## config.mk

```make
export PLATFORM = sky130hd
export DESIGN_NAME = morse_light_receiver_decoder_flat
export DESIGN_NICKNAME = d
export VERILOG_FILES = /design/src/rtl/core/mlrd_pkg.sv /design/src/rtl/core/mlrd_ifs.sv /design/src/rtl/core/mlrd_cfg_regs.sv /design/src/rtl/core/mlrd_tracker.sv /design/src/rtl/core/mlrd_res_fifo.sv /design/src/rtl/core/morse_light_receiver_decoder.sv /design/src/flat_wrapper.sv
export SDC_FILE = /design/constraint.sdc
export NUM_CORES = 1
export LEC_CHECK = 0
export BUFFER_PORTS_ARGS = -buffer_cell sky130_fd_sc_hd__buf_2
export CAP_MARGIN = 20
export CORE_UTILIZATION = 41
export DETAILED_ROUTE_END_ITERATION = 10
export SETUP_SLACK_MARGIN = 0.4
export SLEW_MARGIN = 20
export SYNTH_ARGS = -nofsm -noshare
export SYNTH_HDL_FRONTEND = slang
export SYNTH_SLANG_ARGS = --single-unit
```

## constraint.sdc

```tcl
create_clock -name clk -period 7.8 [get_ports clk]
set_input_delay 0.39 -clock clk [delete_from_list [all_inputs] [get_ports clk]]
set_output_delay 0.39 -clock clk [all_outputs]
set_load 0.005 [all_outputs]
```

## src/rtl/core/mlrd_pkg.sv

```systemverilog
`timescale 1ns / 1ps

package mlrd_pkg;

  // defaults for the top-level parameters
  localparam int MAX_SYMBOLS_DEF = 9;
  localparam int SAMPLE_BITS_DEF = 12;

  // tick counters and register widths
  localparam int CNT_BITS     = 16;
  localparam int THR_BITS     = 12;
  localparam int TICK_BITS    = 12;
  localparam int END_BITS     = 13;
  localparam int CFG_IDX_BITS = 3;
  localparam int CFG_DAT_BITS = 13;

  // longest pattern the code table knows
  localparam int PATTERN_MAX_LEN = 5;

  // result queue, power of two
  localparam int OUT_FIFO_DEPTH = 8;

  // register indexes
  localparam logic [CFG_IDX_BITS-1:0] CFG_ON_LEVEL         = 3'd0;
  localparam logic [CFG_IDX_BITS-1:0] CFG_DOT_MIN_TICKS    = 3'd1;
  localparam logic [CFG_IDX_BITS-1:0] CFG_DASH_MIN_TICKS   = 3'd2;
  localparam logic [CFG_IDX_BITS-1:0] CFG_LETTER_GAP_TICKS = 3'd3;
  localparam logic [CFG_IDX_BITS-1:0] CFG_WORD_GAP_TICKS   = 3'd4;
  localparam logic [CFG_IDX_BITS-1:0] CFG_END_IDLE_TICKS   = 3'd5;

  // reset values of the registers
  localparam logic [THR_BITS-1:0]  RST_ON_LEVEL         = 12'd80;
  localparam logic [TICK_BITS-1:0] RST_DOT_MIN_TICKS    = 12'd5;
  localparam logic [TICK_BITS-1:0] RST_DASH_MIN_TICKS   = 12'd20;
  localparam logic [TICK_BITS-1:0] RST_LETTER_GAP_TICKS = 12'd30;
  localparam logic [TICK_BITS-1:0] RST_WORD_GAP_TICKS   = 12'd70;
  localparam logic [END_BITS-1:0]  RST_END_IDLE_TICKS   = 13'd140;

  // result kinds
  localparam logic [1:0] KIND_CHAR  = 2'd0;
  localparam logic [1:0] KIND_SPACE = 2'd1;
  localparam logic [1:0] KIND_END   = 2'd2;

  // special character codes
  localparam logic [6:0] CHAR_SPACE   = 7'h20;
  localparam logic [6:0] CHAR_UNKNOWN = 7'h3F;
  localparam logic [6:0] CHAR_NONE    = 7'h00;

  typedef struct packed {
    logic [THR_BITS-1:0]  on_level;
    logic [TICK_BITS-1:0] dot_min_ticks;
    logic [TICK_BITS-1:0] dash_min_ticks;
    logic [TICK_BITS-1:0] letter_gap_ticks;
    logic [TICK_BITS-1:0] word_gap_ticks;
    logic [END_BITS-1:0]  end_idle_ticks;
  } cfg_t;

  typedef struct packed {
    logic [1:0] kind;
    logic [6:0] char_code;
    logic       last;
  } res_t;

  // results of one sample, pushed together
  typedef struct packed {
    logic [1:0] n;
    res_t       r0;
    res_t       r1;
  } push_t;

  // pattern lookup: bit i is symbol i, 1 a dash; len 1..5
  function automatic logic [6:0] code_lookup(input logic [2:0] len, input logic [4:0] pat);
    logic [6:0] ch;
    ch = CHAR_UNKNOWN;
    case ({len, pat})
      {3'd2, 5'b00010}: ch = 7'h41; // A
      {3'd4, 5'b00001}: ch = 7'h42; // B
      {3'd4, 5'b00101}: ch = 7'h43; // C
      {3'd3, 5'b00001}: ch = 7'h44; // D
      {3'd1, 5'b00000}: ch = 7'h45; // E
      {3'd4, 5'b00100}: ch = 7'h46; // F
      {3'd3, 5'b00011}: ch = 7'h47; // G
      {3'd4, 5'b00000}: ch = 7'h48; // H
      {3'd2, 5'b00000}: ch = 7'h49; // I
      {3'd4, 5'b01110}: ch = 7'h4A; // J
      {3'd3, 5'b00101}: ch = 7'h4B; // K
      {3'd4, 5'b00010}: ch = 7'h4C; // L
      {3'd2, 5'b00011}: ch = 7'h4D; // M
      {3'd2, 5'b00001}: ch = 7'h4E; // N
      {3'd3, 5'b00111}: ch = 7'h4F; // O
      {3'd4, 5'b00110}: ch = 7'h50; // P
      {3'd4, 5'b01011}: ch = 7'h51; // Q
      {3'd3, 5'b00010}: ch = 7'h52; // R
      {3'd3, 5'b00000}: ch = 7'h53; // S
      {3'd1, 5'b00001}: ch = 7'h54; // T
      {3'd3, 5'b00100}: ch = 7'h55; // U
      {3'd4, 5'b01000}: ch = 7'h56; // V
      {3'd3, 5'b00110}: ch = 7'h57; // W
      {3'd4, 5'b01001}: ch = 7'h58; // X
      {3'd4, 5'b01101}: ch = 7'h59; // Y
      {3'd4, 5'b00011}: ch = 7'h5A; // Z
      {3'd5, 5'b11111}: ch = 7'h30; // 0
      {3'd5, 5'b11110}: ch = 7'h31; // 1
      {3'd5, 5'b11100}: ch = 7'h32; // 2
      {3'd5, 5'b11000}: ch = 7'h33; // 3
      {3'd5, 5'b10000}: ch = 7'h34; // 4
      {3'd5, 5'b00000}: ch = 7'h35; // 5
      {3'd5, 5'b00001}: ch = 7'h36; // 6
      {3'd5, 5'b00011}: ch = 7'h37; // 7
      {3'd5, 5'b00111}: ch = 7'h38; // 8
      {3'd5, 5'b01111}: ch = 7'h39; // 9
      default:          ch = CHAR_UNKNOWN;
    endcase
    return ch;
  endfunction

endpackage

```

## src/rtl/core/mlrd_ifs.sv

```systemverilog
`timescale 1ns / 1ps

interface mlrd_in_if import mlrd_pkg::*; #(
  parameter int SAMPLE_BITS = SAMPLE_BITS_DEF
);
  logic                   valid;
  logic                   ready;
  logic [SAMPLE_BITS-1:0] sample;

  modport source (output valid, output sample, input ready);
  modport sink   (input valid, input sample, output ready);
endinterface

interface mlrd_out_if;
  logic       valid;
  logic       ready;
  logic [1:0] kind;
  logic [6:0] char_code;
  logic       last;

  modport source (output valid, output kind, output char_code, output last, input ready);
  modport sink   (input valid, input kind, input char_code, input last, output ready);
endinterface

```

## src/rtl/core/mlrd_cfg_regs.sv

```systemverilog
`timescale 1ns / 1ps

module mlrd_cfg_regs import mlrd_pkg::*; (
  input  logic                    clk,
  input  logic                    rst_n,
  input  logic                    cfg_we,
  input  logic [CFG_IDX_BITS-1:0] cfg_index,
  input  logic [CFG_DAT_BITS-1:0] cfg_wdata,
  output cfg_t                    cfg
);

  cfg_t cfg_r;

  always_ff @(posedge clk) begin
    if (!rst_n) begin
      cfg_r.on_level         <= RST_ON_LEVEL;
      cfg_r.dot_min_ticks    <= RST_DOT_MIN_TICKS;
      cfg_r.dash_min_ticks   <= RST_DASH_MIN_TICKS;
      cfg_r.letter_gap_ticks <= RST_LETTER_GAP_TICKS;
      cfg_r.word_gap_ticks   <= RST_WORD_GAP_TICKS;
      cfg_r.end_idle_ticks   <= RST_END_IDLE_TICKS;
    end else if (cfg_we) begin
      case (cfg_index)
        CFG_ON_LEVEL:         cfg_r.on_level         <= cfg_wdata[THR_BITS-1:0];
        CFG_DOT_MIN_TICKS:    cfg_r.dot_min_ticks    <= cfg_wdata[TICK_BITS-1:0];
        CFG_DASH_MIN_TICKS:   cfg_r.dash_min_ticks   <= cfg_wdata[TICK_BITS-1:0];
        CFG_LETTER_GAP_TICKS: cfg_r.letter_gap_ticks <= cfg_wdata[TICK_BITS-1:0];
        CFG_WORD_GAP_TICKS:   cfg_r.word_gap_ticks   <= cfg_wdata[TICK_BITS-1:0];
        CFG_END_IDLE_TICKS:   cfg_r.end_idle_ticks   <= cfg_wdata[END_BITS-1:0];
        default: begin
        end
      endcase
    end
  end

  assign cfg = cfg_r;

endmodule

```

## src/rtl/core/mlrd_tracker.sv

```systemverilog
`timescale 1ns / 1ps

module mlrd_tracker import mlrd_pkg::*; #(
  parameter int MAX_SYMBOLS = MAX_SYMBOLS_DEF,
  parameter int SAMPLE_BITS = SAMPLE_BITS_DEF
) (
  input  logic                   clk,
  input  logic                   rst_n,
  input  logic                   in_fire,
  input  logic [SAMPLE_BITS-1:0] in_sample,
  input  cfg_t                   cfg,
  output logic                   busy,
  output push_t                  push
);

  localparam int CW   = $clog2(MAX_SYMBOLS + 1);
  localparam int CMPW = (SAMPLE_BITS > THR_BITS) ? SAMPLE_BITS : THR_BITS;
  localparam logic [CNT_BITS-1:0] CNT_MAX = {CNT_BITS{1'b1}};

  // input register: light level of the accepted sample
  logic s1_valid_r;
  logic light_r;

  logic                   prev_light_r, prev_light_nxt;
  logic [CNT_BITS-1:0]    pulse_r, pulse_nxt;
  logic [CNT_BITS-1:0]    gap_r, gap_nxt;
  logic [CNT_BITS-1:0]    idle_r, idle_nxt;
  logic [MAX_SYMBOLS-1:0] bits_r, bits_nxt;
  logic [CW-1:0]          cnt_r, cnt_nxt;
  logic                   pend_r, pend_nxt;

  logic [6:0] held_char;

  function automatic logic [CNT_BITS-1:0] sat_inc(input logic [CNT_BITS-1:0] v);
    return (v == CNT_MAX) ? v : CNT_BITS'(v + 1'b1);
  endfunction

  always_ff @(posedge clk) begin
    if (!rst_n) begin
      s1_valid_r <= 1'b0;
    end else begin
      s1_valid_r <= in_fire;
    end
  end

  always_ff @(posedge clk) begin
    if (in_fire) begin
      light_r <= CMPW'(in_sample) > CMPW'(cfg.on_level);
    end
  end

  assign busy = s1_valid_r;

  // held pattern, decoded once per tick
  always_comb begin
    if (cnt_r > CW'(PATTERN_MAX_LEN)) begin
      held_char = CHAR_UNKNOWN;
    end else begin
      held_char = code_lookup(3'(cnt_r), bits_r[PATTERN_MAX_LEN-1:0]);
    end
  end

  always_comb begin
    logic rise;
    logic fall;
    res_t rc;
    rise           = light_r & ~prev_light_r;
    fall           = ~light_r & prev_light_r;
    prev_light_nxt = prev_light_r;
    pulse_nxt      = pulse_r;
    gap_nxt        = gap_r;
    idle_nxt       = idle_r;
    bits_nxt       = bits_r;
    cnt_nxt        = cnt_r;
    pend_nxt       = pend_r;
    push           = '0;
    rc             = '{kind: KIND_CHAR, char_code: held_char, last: 1'b0};
    if (s1_valid_r) begin
      pulse_nxt = sat_inc(pulse_r);
      gap_nxt   = sat_inc(gap_r);
      idle_nxt  = sat_inc(idle_r);

      if (rise) begin
        if (gap_nxt >= CNT_BITS'(cfg.word_gap_ticks)) begin
          if (cnt_r != '0) begin
            push.r0 = rc;
            push.r1 = '{kind: KIND_SPACE, char_code: CHAR_SPACE, last: 1'b0};
            push.n  = 2'd2;
          end else begin
            push.r0 = '{kind: KIND_SPACE, char_code: CHAR_SPACE, last: 1'b0};
            push.n  = 2'd1;
          end
          pend_nxt = 1'b1;
          bits_nxt = '0;
          cnt_nxt  = '0;
        end else if (gap_nxt >= CNT_BITS'(cfg.letter_gap_ticks) && cnt_r != '0) begin
          push.r0  = rc;
          push.n   = 2'd1;
          pend_nxt = 1'b1;
          bits_nxt = '0;
          cnt_nxt  = '0;
        end
        pulse_nxt = '0;
        idle_nxt  = '0;
      end else if (fall) begin
        if ((pulse_nxt >= CNT_BITS'(cfg.dash_min_ticks)) && (cnt_r < CW'(MAX_SYMBOLS))) begin
          bits_nxt = bits_r | (MAX_SYMBOLS'(1) << cnt_r);
          cnt_nxt  = CW'(cnt_r + 1'b1);
        end else if ((pulse_nxt >= CNT_BITS'(cfg.dot_min_ticks))
                     && (cnt_r < CW'(MAX_SYMBOLS))) begin
          cnt_nxt = CW'(cnt_r + 1'b1);
        end
        gap_nxt  = '0;
        idle_nxt = '0;
      end

      // idle timeout decode, never on an edge tick (idle was just cleared)
      if (!light_r && cnt_nxt != '0 && idle_nxt > CNT_BITS'(cfg.letter_gap_ticks)) begin
        push.r0  = rc;
        push.n   = 2'd1;
        pend_nxt = 1'b1;
        bits_nxt = '0;
        cnt_nxt  = '0;
        idle_nxt = '0;
      end

      if (!light_r && pend_nxt && idle_nxt > CNT_BITS'(cfg.end_idle_ticks)) begin
        push.r0  = '{kind: KIND_END, char_code: CHAR_NONE, last: 1'b0};
        push.n   = 2'd1;
        pend_nxt = 1'b0;
      end

      if (push.n == 2'd2) begin
        push.r1.last = 1'b1;
      end else begin
        push.r0.last = 1'b1;
      end
      prev_light_nxt = light_r;
    end
  end

  always_ff @(posedge clk) begin
    if (!rst_n) begin
      prev_light_r <= 1'b0;
      pulse_r      <= '0;
      gap_r        <= '0;
      idle_r       <= '0;
      bits_r       <= '0;
      cnt_r        <= '0;
      pend_r       <= 1'b0;
    end else begin
      prev_light_r <= prev_light_nxt;
      pulse_r      <= pulse_nxt;
      gap_r        <= gap_nxt;
      idle_r       <= idle_nxt;
      bits_r       <= bits_nxt;
      cnt_r        <= cnt_nxt;
      pend_r       <= pend_nxt;
    end
  end

  a_two_is_char_space: assert property (@(posedge clk) disable iff (!rst_n)
    (push.n == 2'd2) |-> (push.r0.kind == KIND_CHAR && push.r1.kind == KIND_SPACE))
    else $error("two results that are not a character and a space");

  a_end_alone: assert property (@(posedge clk) disable iff (!rst_n)
    (push.n != 2'd0 && push.r0.kind == KIND_END) |-> (push.n == 2'd1 && !pend_nxt))
    else $error("end marker not alone or message still pending");

  a_cnt_bound: assert property (@(posedge clk) disable iff (!rst_n)
    cnt_r <= CW'(MAX_SYMBOLS))
    else $error("symbol count above limit");

endmodule

```

## src/rtl/core/mlrd_res_fifo.sv

```systemverilog
`timescale 1ns / 1ps

module mlrd_res_fifo import mlrd_pkg::*; #(
  parameter int DEPTH = OUT_FIFO_DEPTH
) (
  input  logic                       clk,
  input  logic                       rst_n,
  input  push_t                      push,
  output logic [$clog2(DEPTH+1)-1:0] level,
  mlrd_out_if.source                 out_ch
);

  localparam int PW = $clog2(DEPTH);
  localparam int LW = $clog2(DEPTH + 1);

  res_t          mem_r [DEPTH];
  logic [PW-1:0] wr_ptr_r, rd_ptr_r;
  logic [LW-1:0] level_r;
  logic          pop;
  res_t          head;

  assign pop  = out_ch.valid & out_ch.ready;
  assign head = mem_r[rd_ptr_r];

  always_ff @(posedge clk) begin
    if (push.n != 2'd0) begin
      mem_r[wr_ptr_r] <= push.r0;
    end
    if (push.n == 2'd2) begin
      mem_r[PW'(wr_ptr_r + 1'b1)] <= push.r1;
    end
  end

  always_ff @(posedge clk) begin
    if (!rst_n) begin
      wr_ptr_r <= '0;
      rd_ptr_r <= '0;
      level_r  <= '0;
    end else begin
      wr_ptr_r <= PW'(wr_ptr_r + push.n);
      rd_ptr_r <= PW'(rd_ptr_r + pop);
      level_r  <= LW'(level_r + push.n - pop);
    end
  end

  assign level            = level_r;
  assign out_ch.valid     = (level_r != '0);
  assign out_ch.kind      = head.kind;
  assign out_ch.char_code = head.char_code;
  assign out_ch.last      = head.last;

  a_no_overflow: assert property (@(posedge clk) disable iff (!rst_n)
    ((LW + 1)'(level_r) + (LW + 1)'(push.n)) <= (LW + 1)'(DEPTH))
    else $error("result queue overflow");

  a_level_tracks: assert property (@(posedge clk) disable iff (!rst_n)
    (level_r != '0 && push.n == 2'd0 && !pop) |=> (level_r == $past(level_r)))
    else $error("queue level moved without push or pop");

endmodule

```

## src/rtl/core/morse_light_receiver_decoder.sv

```systemverilog
`timescale 1ns / 1ps

// channel   | dir | handshake           | payload
// ----------+-----+---------------------+-----------------------------------
// in_ch     | in  | valid / ready       | sample
// out_ch    | out | valid / ready       | kind, char_code, last
// cfg_*     | in  | cfg_we, no wait     | cfg_index, cfg_wdata
//
// a sample is taken every cycle that in_ch.valid and in_ch.ready are high; its light
// level is registered, and the tracker update and result push follow in the next cycle
// results drain one a cycle while out_ch.ready is high, through an eight-entry queue;
// in_ch.ready drops only while the queue cannot hold two results each for any sample
// in flight and for the one on offer, so with out_ch.ready held high the input never stalls
// reset (rst_n low, synchronous) loads the register defaults and clears all
// tracking state and the queue; no clearing pass

module morse_light_receiver_decoder import mlrd_pkg::*; #(
  parameter int MAX_SYMBOLS = MAX_SYMBOLS_DEF,
  parameter int SAMPLE_BITS = SAMPLE_BITS_DEF
) (
  input  logic                    clk,
  input  logic                    rst_n,
  mlrd_in_if.sink                 in_ch,
  mlrd_out_if.source              out_ch,
  input  logic                    cfg_we,
  input  logic [CFG_IDX_BITS-1:0] cfg_index,
  input  logic [CFG_DAT_BITS-1:0] cfg_wdata
);

  localparam int LW = $clog2(OUT_FIFO_DEPTH + 1);
  localparam int RW = LW + 1;

  cfg_t          cfg;
  push_t         push;
  logic          busy;
  logic          in_fire;
  logic [LW-1:0] level;
  logic [RW-1:0] need;

  // live register set
  mlrd_cfg_regs u_cfg (
    .clk       (clk),
    .rst_n     (rst_n),
    .cfg_we    (cfg_we),
    .cfg_index (cfg_index),
    .cfg_wdata (cfg_wdata),
    .cfg       (cfg)
  );

  // worst-case queue need: stored items, two for any sample in flight, two for this one
  assign need        = RW'(level) + (busy ? RW'(4) : RW'(2));
  assign in_ch.ready = (need <= RW'(OUT_FIFO_DEPTH));
  assign in_fire     = in_ch.valid & in_ch.ready;

  // light level register, edge timing, symbol store and decode
  mlrd_tracker #(
    .MAX_SYMBOLS (MAX_SYMBOLS),
    .SAMPLE_BITS (SAMPLE_BITS)
  ) u_tracker (
    .clk       (clk),
    .rst_n     (rst_n),
    .in_fire   (in_fire),
    .in_sample (in_ch.sample),
    .cfg       (cfg),
    .busy      (busy),
    .push      (push)
  );

  // result queue, doubles as the output register
  mlrd_res_fifo #(
    .DEPTH (OUT_FIFO_DEPTH)
  ) u_fifo (
    .clk    (clk),
    .rst_n  (rst_n),
    .push   (push),
    .level  (level),
    .out_ch (out_ch)
  );

endmodule
```

## src/flat_wrapper.sv

```systemverilog
// flat-port wrapper written by rule: the top's interface ports become plain ports
module morse_light_receiver_decoder_flat import mlrd_pkg::*;
#(
  parameter int MAX_SYMBOLS = MAX_SYMBOLS_DEF,
  parameter int SAMPLE_BITS = SAMPLE_BITS_DEF
)
  (clk, rst_n, cfg_we, cfg_index, cfg_wdata, in_ch_valid, in_ch_sample, in_ch_ready, out_ch_valid, out_ch_kind, out_ch_char_code, out_ch_last, out_ch_ready);
  mlrd_in_if #(.SAMPLE_BITS(SAMPLE_BITS)) in_ch_i ();
  mlrd_out_if out_ch_i ();
  input  logic clk;
  input  logic rst_n;
  input  logic cfg_we;
  input  logic [CFG_IDX_BITS-1:0] cfg_index;
  input  logic [CFG_DAT_BITS-1:0] cfg_wdata;
  input wire logic [$bits(in_ch_i.valid)-1:0] in_ch_valid;
  input wire logic [$bits(in_ch_i.sample)-1:0] in_ch_sample;
  output wire logic [$bits(in_ch_i.ready)-1:0] in_ch_ready;
  output wire logic [$bits(out_ch_i.valid)-1:0] out_ch_valid;
  output wire logic [$bits(out_ch_i.kind)-1:0] out_ch_kind;
  output wire logic [$bits(out_ch_i.char_code)-1:0] out_ch_char_code;
  output wire logic [$bits(out_ch_i.last)-1:0] out_ch_last;
  input wire logic [$bits(out_ch_i.ready)-1:0] out_ch_ready;
  assign in_ch_i.valid = in_ch_valid;
  assign in_ch_i.sample = in_ch_sample;
  assign in_ch_ready = in_ch_i.ready;
  assign out_ch_valid = out_ch_i.valid;
  assign out_ch_kind = out_ch_i.kind;
  assign out_ch_char_code = out_ch_i.char_code;
  assign out_ch_last = out_ch_i.last;
  assign out_ch_i.ready = out_ch_ready;
  morse_light_receiver_decoder #(.MAX_SYMBOLS(MAX_SYMBOLS), .SAMPLE_BITS(SAMPLE_BITS)) u_core (.clk(clk), .rst_n(rst_n), .in_ch(in_ch_i), .out_ch(out_ch_i), .cfg_we(cfg_we), .cfg_index(cfg_index), .cfg_wdata(cfg_wdata));
endmodule
```

==> After elaboration in Yosys (flattened, before gate mapping) <==
Memories as Yosys holds them, arrays and structs flattened. A register that Yosys moved wholly into a read port is not among the register bits.
Index checks and enable logic that the tools add are counted.
{ "totals": {"reg_bits": 148, "latchBits": 0, "mem_bits_rw": 80, "rom_bits": 0, "input_bits": 33, "output_inout_bits": 12, "word_cells": 167, "memories": 1} }
{ "mem_list": {"columns": ["memory", "depth", "word_bits", "rd", "rd_ports_with_merged_regs", "write_ports", "line", "text"], "rows": [
  ["u_core.u_fifo.mem_r", 8, 10, 1, 1, 2, "mlrd_res_fifo.sv:16", "res_t mem_r [DEPTH];"]
]} }
{ "classes": {"n_addsub": 10, "multipliers": 0, "div_mod_pow": 0, "n_lt_le_gt_ge": 10, "n_eq_ne": 47, "n_shift": 1, "muxes": 51, "bitwise_logic": 7, "n_reduce_logical": 22} }
{ "op_table": {"columns": ["op", "count"], "rows": [
  ["$pmux W7 S36", 1],
  ["$eq A8 B8 Y1 const B", 22],
  ["$mux W16", 11],
  ["$eq A8 B7 Y1 const B", 12],
  ["$ge A16 B12 Y1", 4],
  ["$mux W9", 7],
  ["$mux W12", 5],
  ["$add A16 B1 Y16 const B", 3],
  ["$eq A16 B16 Y1 const B", 3],
  ["$mux W22", 2],
  ["$mux W4", 8],
  ["$eq A8 B6 Y1 const B", 2],
  ["$gt A16 B12 Y1", 1],
  ["$gt A16 B13 Y1", 1],
  ["$gt A12 B12 Y1", 1],
  ["$mux W1", 12],
  ["$reduce_and A2 Y1", 6],
  ["$reduce_bool A4 Y1", 3],
  ["$mux W11", 1],
  ["$mux W10", 1],
  ["$or A9 B9 Y9", 1],
  ["$shl A1 B4 Y9 const A", 1],
  ["$logic_and A1 B1 Y1", 7],
  ["$mux W7", 1],
  ["other kinds (23)", 32]
]} }

==> Logic depth before layout (Yosys ltp) <==
{ "logic_depth": {"ltp_word": 24, "depth_mapped": 39, "mapped_depth_nobuf": 35} }

==> Hierarchy <==
Synthesis repeated with hierarchy kept, for this count alone.
{ "unflattened": {"hier_cells": 1515, "hier_area_um2": 14770.4} }
{ "modules_own_cells": {"columns": ["mod", "n_inst", "cells_per_inst", "area_each_um2", "seq_area_each_um2"], "rows": [
  ["mlrd_tracker", 1, 956, 7240.7, 1231.2],
  ["mlrd_res_fifo", 1, 283, 4659.5, 2602.5],
  ["mlrd_cfg_regs", 1, 266, 2773.9, 1461.4],
  ["morse_light_receiver_decoder", 1, 10, 96.3, 0.0]
]} }

==> Least setup slack after synthesis <==
Ideal clock, no wire load.
{ "synth_path": {"kind": "reg-to-reg", "from": "register u_core.u_tracker.pulse_r[0]", "to": "register u_core.u_fifo.level_r[3] (netlist: u_core.u_fifo.level[3])", "setup_time_ns": 0.115, "t_arrival_ns": 7.387, "required_time_ns": 7.685, "setup_slack_ns": 0.298, "stages_incl_launch_ff": 38, "n_path_buf": 3, "synth_period_minus_slack_ns": 7.502, "path_cell_list": "dfxtp_1 > ha_1 > nand3_1 > nor3_1 > inv_1 > nor2_1 > nor2_1 > and3_1 > nand3_1 > xnor2_1 > ha_1 > a211oi_1 > o311ai_0 > a221o_1 > or3_1 > a31o_1 > o22ai_1 > clkbuf_1 > [... 2 more ...] > and4_1 > nand2_1 > a21oi_1 > a2111oi_0 > a2111oi_0 > and2_1 > inv_1 > o211ai_2 > buf_2 > clkbuf_1 > or2_2 > ha_1 > inv_1 > ha_1 > a21o_1 > a21oi_1 > xor2_1 > and2_1"} }
{ "synth_between": {"elab_chain_cells": 21, "word_cells_on_any_way": 28, "classes_between": "3 x add/sub; 3 x order compare; 1 x eq/ne; 14 x mux; 7 x reduce/logical"} }
{ "synth_rtl": {"columns": ["item", "line", "text"], "rows": [
  ["start, declared", "mlrd_tracker.sv:25", "logic [CNT_BITS-1:0] pulse_r, pulse_nxt;"],
  ["start signal, assigned", "mlrd_tracker.sv:153", "pulse_r <= pulse_nxt;"],
  ["$add A16 B1 Y16 or $eq A16 B16 Y1 (tied branches)", "mlrd_tracker.sv:35", "return (v == CNT_MAX) ? v : CNT_BITS'(v + 1'b1);"],
  ["$mux W16 (*)", "mlrd_tracker.sv:35", null],
  ["$ge A16 B12 Y1", "mlrd_tracker.sv:109", "end else if ((pulse_nxt >= CNT_BITS'(cfg.dot_min_ticks))"],
  ["$logic_and A1 B1 Y1", "mlrd_tracker.sv:110", "&& (cnt_r < CW'(MAX_SYMBOLS))) begin"],
  ["$mux W4", "mlrd_tracker.sv:109", null],
  ["$mux W4 (*)", "mlrd_tracker.sv:106", "if ((pulse_nxt >= CNT_BITS'(cfg.dash_min_ticks)) && (cnt_r < CW'(MAX_SYMBOLS))) begin"],
  ["$mux W4 (*)", "mlrd_tracker.sv:105", "end else if (fall) begin"],
  ["$mux W4 (*)", "mlrd_tracker.sv:83", "if (rise) begin"],
  ["[... 5 more ...]", null, null],
  ["$mux W16 or $mux W1 (tied branches)", "mlrd_tracker.sv:78", "if (s1_valid_r) begin"],
  ["$gt A16 B13 Y1 or $logic_and A1 B1 Y1 (tied branches)", "mlrd_tracker.sv:127", "if (!light_r && pend_nxt && idle_nxt > CNT_BITS'(cfg.end_idle_ticks)) begin"],
  ["$logic_and A1 B1 Y1", "mlrd_tracker.sv:127", null],
  ["$mux W12 (*)", "mlrd_tracker.sv:127", null],
  ["$mux W12 (*)", "mlrd_tracker.sv:78", null],
  ["$mux W22 (*)", "mlrd_tracker.sv:78", null],
  ["$add A4 B2 Y4 (*)", "mlrd_res_fifo.sv:42", "level_r <= LW'(level_r + push.n - pop);"],
  ["$sub A4 B1 Y4 (*)", "mlrd_res_fifo.sv:42", null],
  ["end signal, assigned", "mlrd_res_fifo.sv:42", null],
  ["end, declared", "mlrd_res_fifo.sv:18", "logic [LW-1:0] level_r;"]
]} }
Every way passes the cells marked *; elsewhere a longest branch is shown, timed or not. The select of a mux whose other input is x is not followed.
A chain may end at the register's enable or synchronous reset.

==> Final worst setup path <==
{ "layout_path": {"from": "register u_core.u_tracker.pulse_r[6]", "to": "register u_core.u_fifo.level_r[3] (netlist: u_core.u_fifo.level[3])"} }
Same word-level chain as after synthesis.

==> impl_metrics.yaml <==
synth:
  synth_area_leaders: "dfxtp_1 29%, ha_1 9.7%, nand2_1 6.1%"
  synth_compound_area_frac: 0.185
  synth-xor-area-share: 0.0239
  synth_fa_ha_area_frac: 0.101
  syn-cell-area_mm2: 0.0139
  synth_cell_types: 78
  synth_mux_area_frac: 0.0868
  synth_top_family_by_area: "simple AND/OR/NAND/NOR gates"
  synth_ff_type: "dfxtp_1"
  yosys.area.top_type: "dfxtp_1"
  synthSimpleGateAreaFrac: 0.212
  ys_ff_latch: 224
  avgSynthCellArea_um2: 8.52
  ys_seq_area_frac: 0.340
  synth_nets: 1777
  yosysWarnings: 0
  synth_edf_count: 25
  netlist_instances: 1633
  ys_async_sr_fraction: 0
  synth_most_common_cell: "nand2_1"
  synth_commonest_cells: "225 x nand2_1, 199 x dfxtp_1, 127 x o21ai_0, 108 x ha_1, 96 x inv_1"
  synth_top_area_frac: 0.286
detailed_routing:
  num_vias: 11819
  wirelength_um: 36300
  drt-initial-drc-count: 809
  drtPass1Iterations: 8
  drc: 0
  wl_per_cell_um: 17.1
  antenna_left: 0
  via_per_inst: 5.57
worst_setup_path:
  start_kind: "flip-flop"
  reg2reg_depth: 34
  reg2reg_slack_ns: 0.70
  setup.worst_path.class: "reg2reg"
  crit_arrival_ns: 7.55
  cpMaxStageDelayCell: "a221o_1"
  r2r-end: "u_core.u_fifo.level[3]$_SDFF_PN0_"
  required_ns: 8.25
  crit_fanout: 7
  cp-end-kind: "flip-flop"
  slowest_delay_ns: 0.43
  rr_startpoint: "u_core.u_tracker.pulse_r[6]$_SDFFE_PN0P_"
timing:
  rsz0062_at_grt: "yes"
  hold_viol_final: 0
  fmax_mhz: 141
  finalClockSkew_ns: 0.0250
  setup_slack_ns: 0.700
  finalSetupViolations: 0
  fin_crit_sh: 0.910
  finalSetupTns_ns: 0
  slew_viol_final: 0
  maxSlewHeadroom: 0.252
  min_period_ns: 7.10
  tightestPinTransition_ns: 1.12
floorplan:
  ioPinCount: 45
  dieArea_mm2: 0.0347
  initial_core_util: 0.416
  die_h_um: 186
  dieWidth_um: 186
  num_rows: 67
  core_area_mm2: 0.0334
finish:
  final_nets: 1799
  n_antenna_cell: 0
  final_cells: 2123
  fillCellCount: 3222
  area_growth_pct: 13.2
  drive_above_1_share: 0.137
cts:
  clockRootBuffer: "clkbuf_16"
  cts_tree: "built"
  clk_latency_ns: 0.55
  h-tree-depth: 1
  clk_path_buf_depth: 3
  clock_sinks: 224
  clkTransAtPathRegs_ns: 0.06
  cts_buffers: 27
global_route:
  grt-ovfl-total: 0
  grtUsageTotal: 0.209
  grt_max_degree: 78
  grt_pass1_vias: 11286
  grt_pass1_wl_um: 58400
  antenna_found_initial: 0
worst_hold_path:
  hold_end: "u_core.u_tracker.busy$_SDFF_PN0_"
  min_path_cells: 2
  min_from: "in_ch_valid"
  min_path_type: "in2reg"
power_and_ir_drop:
  p_switching_mw: 0.806
  p_int_mw: 2.07
  irDropWorstVdd_mv: 0.175
  powerDensity_mw_per_mm2: 182
  pwr-share-seq: 0.426
  swShare: 0.281
  pwr-share-comb: 0.158
  p_leak_nw: 6.17
  clock_power_share: 0.416
run_status:
  status: "finished clean"
job:
  cap_violations: 0
placement:
  gp_congestion: 0.885
  dpl_worst_slack_ns: -0.146
  io_buffers: 44
  hpwl_um: 25800
  placed_cells: 2060
[cell type report]
type	count	area (µm²)	area share
Sequential cell	224	4750	0.302
Multi-Input combinational cell	1227	8770	0.556
Tap cell	448	561	0.0356
Clock inverter	7	41.3	0.00262
Clock buffer	42	792	0.0503
Timing Repair Buffer	77	478	0.0303
Inverter	98	368	0.0233
[critical path, delay by kind of cell, from the launching register on]
kind / cells / cell delay [ns]
AOI/OAI and AO/OA: 12 / 2.52
buffers and inverters: 4 / 0.43
xor gates and xnor gates: 2 / 0.24
and+or+nand+nor: 12 / 2.21
DFF: 1 / 0.40
adders and majority gates: 4 / 1.17
[repair_timing]
| action | in CTS | in global routing |
|---|---|---|
| setup endpoints to repair | 112 | 97 |
| buffers inserted | 4 | 9 |
| hold buffers | 0 | 0 |
| gates resized for setup | 22 | 45 |
| cloned | 0 | 1 |
| hold endpoints to repair | 0 | 0 |
| pin swaps | 2 | 16 |
[power by group through the flow]
stage / clock (mW) / combinational, mW / sequential, mW
after floorplan: 0 / 0.324 / 1.23
after global placement: 0 / 0.443 / 1.25
after detailed placement: 0 / 0.449 / 1.25
after CTS: 1.22 / 0.455 / 1.22
after global routing: 1.27 / 0.513 / 1.23
final: 1.19 / 0.454 / 1.22
[sequential cells by signal (all words and copies together), names as in the netlist, 4 cells and up]
signal	flops
u_core.u_fifo.mem_r	80
u_core.u_cfg.cfg	73
u_core.u_tracker.gap_r	16
u_core.u_tracker.idle_r	16
u_core.u_tracker.pulse_r	16
u_core.u_tracker.bits_r	5
u_core.u_fifo.level	4
u_core.u_tracker.cnt_r	4
[cell families after synthesis]
logic type | count (synthesis)
AND/OR/NAND/NOR | 588
AO/OA/AOI/OAI | 396
flip-flops | 224
buffers and inverters | 182
adder cells (fa/ha/maj) | 111
multiplexers | 94
XOR/XNOR | 38
[metrics by stage]
step           power (mW)  utilization  area [µm²]  hold WS, ns
5_1_grt              3.01        0.471       15800       0.0897
4_1_cts              2.89        0.463       15500       0.0835
3_5_place_dp         1.70        0.434       14500        0.459
2_1_floorplan        1.56            -       13900        0.443
6_report             2.87        0.471       15800       0.0952
3_3_place_gp         1.69        0.434       14500        0.452
[per-layer routing]
layer | wire [µm] | vias to the layer above | GRT usage
met5 | 0 | - | 0
met4 | 828 | 0 | 0.0590
met3 | 1540 | 60 | 0.0282
met2 | 17400 | 247 | 0.360
met1 | 16500 | 5622 | 0.272
li1 | - | 5890 | -
[placed cells by master, fill, tap and decap left out, drive strengths merged, types with 16 or more instances in the layout]
cell type and n:
and3 19, nor2 83, mux4 20, nor2b 50, and2 26, mux2i 61, edfxtp 25, or2 16
buf 77, inv 97, nand4 22, xnor2 19, a22oi 18, o211ai 22, xor2 19, a21oi 57
nor3 33, o21ai 130, a21boi 67, nand2 225, nand3 47, dfxtp 199, clkbuf 42, ha 108
[worst max-delay path by stage]
| stage | endpoint | slack [ns] | depth (start not counted) | startpoint |
|---|---|---|---|---|
| 5_1_grt | u_core.u_fifo.level[3]$_SDFF_PN0_ | 0.35 | 34 | u_core.u_tracker.pulse_r[9]$_SDFFE_PN0P_ |
| 3_5_place_dp | u_core.u_fifo.wr_ptr_r[2]$_SDFF_PN0_ | -0.15 | 32 | u_core.u_tracker.idle_r[4]$_SDFFE_PN0P_ |
| 6_report | u_core.u_fifo.level[3]$_SDFF_PN0_ | 0.70 | 34 | u_core.u_tracker.pulse_r[6]$_SDFFE_PN0P_ |
| 3_3_place_gp | u_core.u_fifo.mem_r[2][6]$_DFFE_PP_ | 0.09 | 29 | u_core.u_tracker.pulse_r[0]$_SDFFE_PN0P_ |
| 4_1_cts | u_core.u_fifo.level[3]$_SDFF_PN0_ | 0.41 | 34 | u_core.u_tracker.gap_r[7]$_SDFFE_PN0P_ |
| 2_1_floorplan | u_core.u_fifo.level[3]$_SDFF_PN0_ | 0.41 | 37 | u_core.u_tracker.pulse_r[0]$_SDFFE_PN0P_ |
Note: power is estimated with default switching activity, not from simulation.
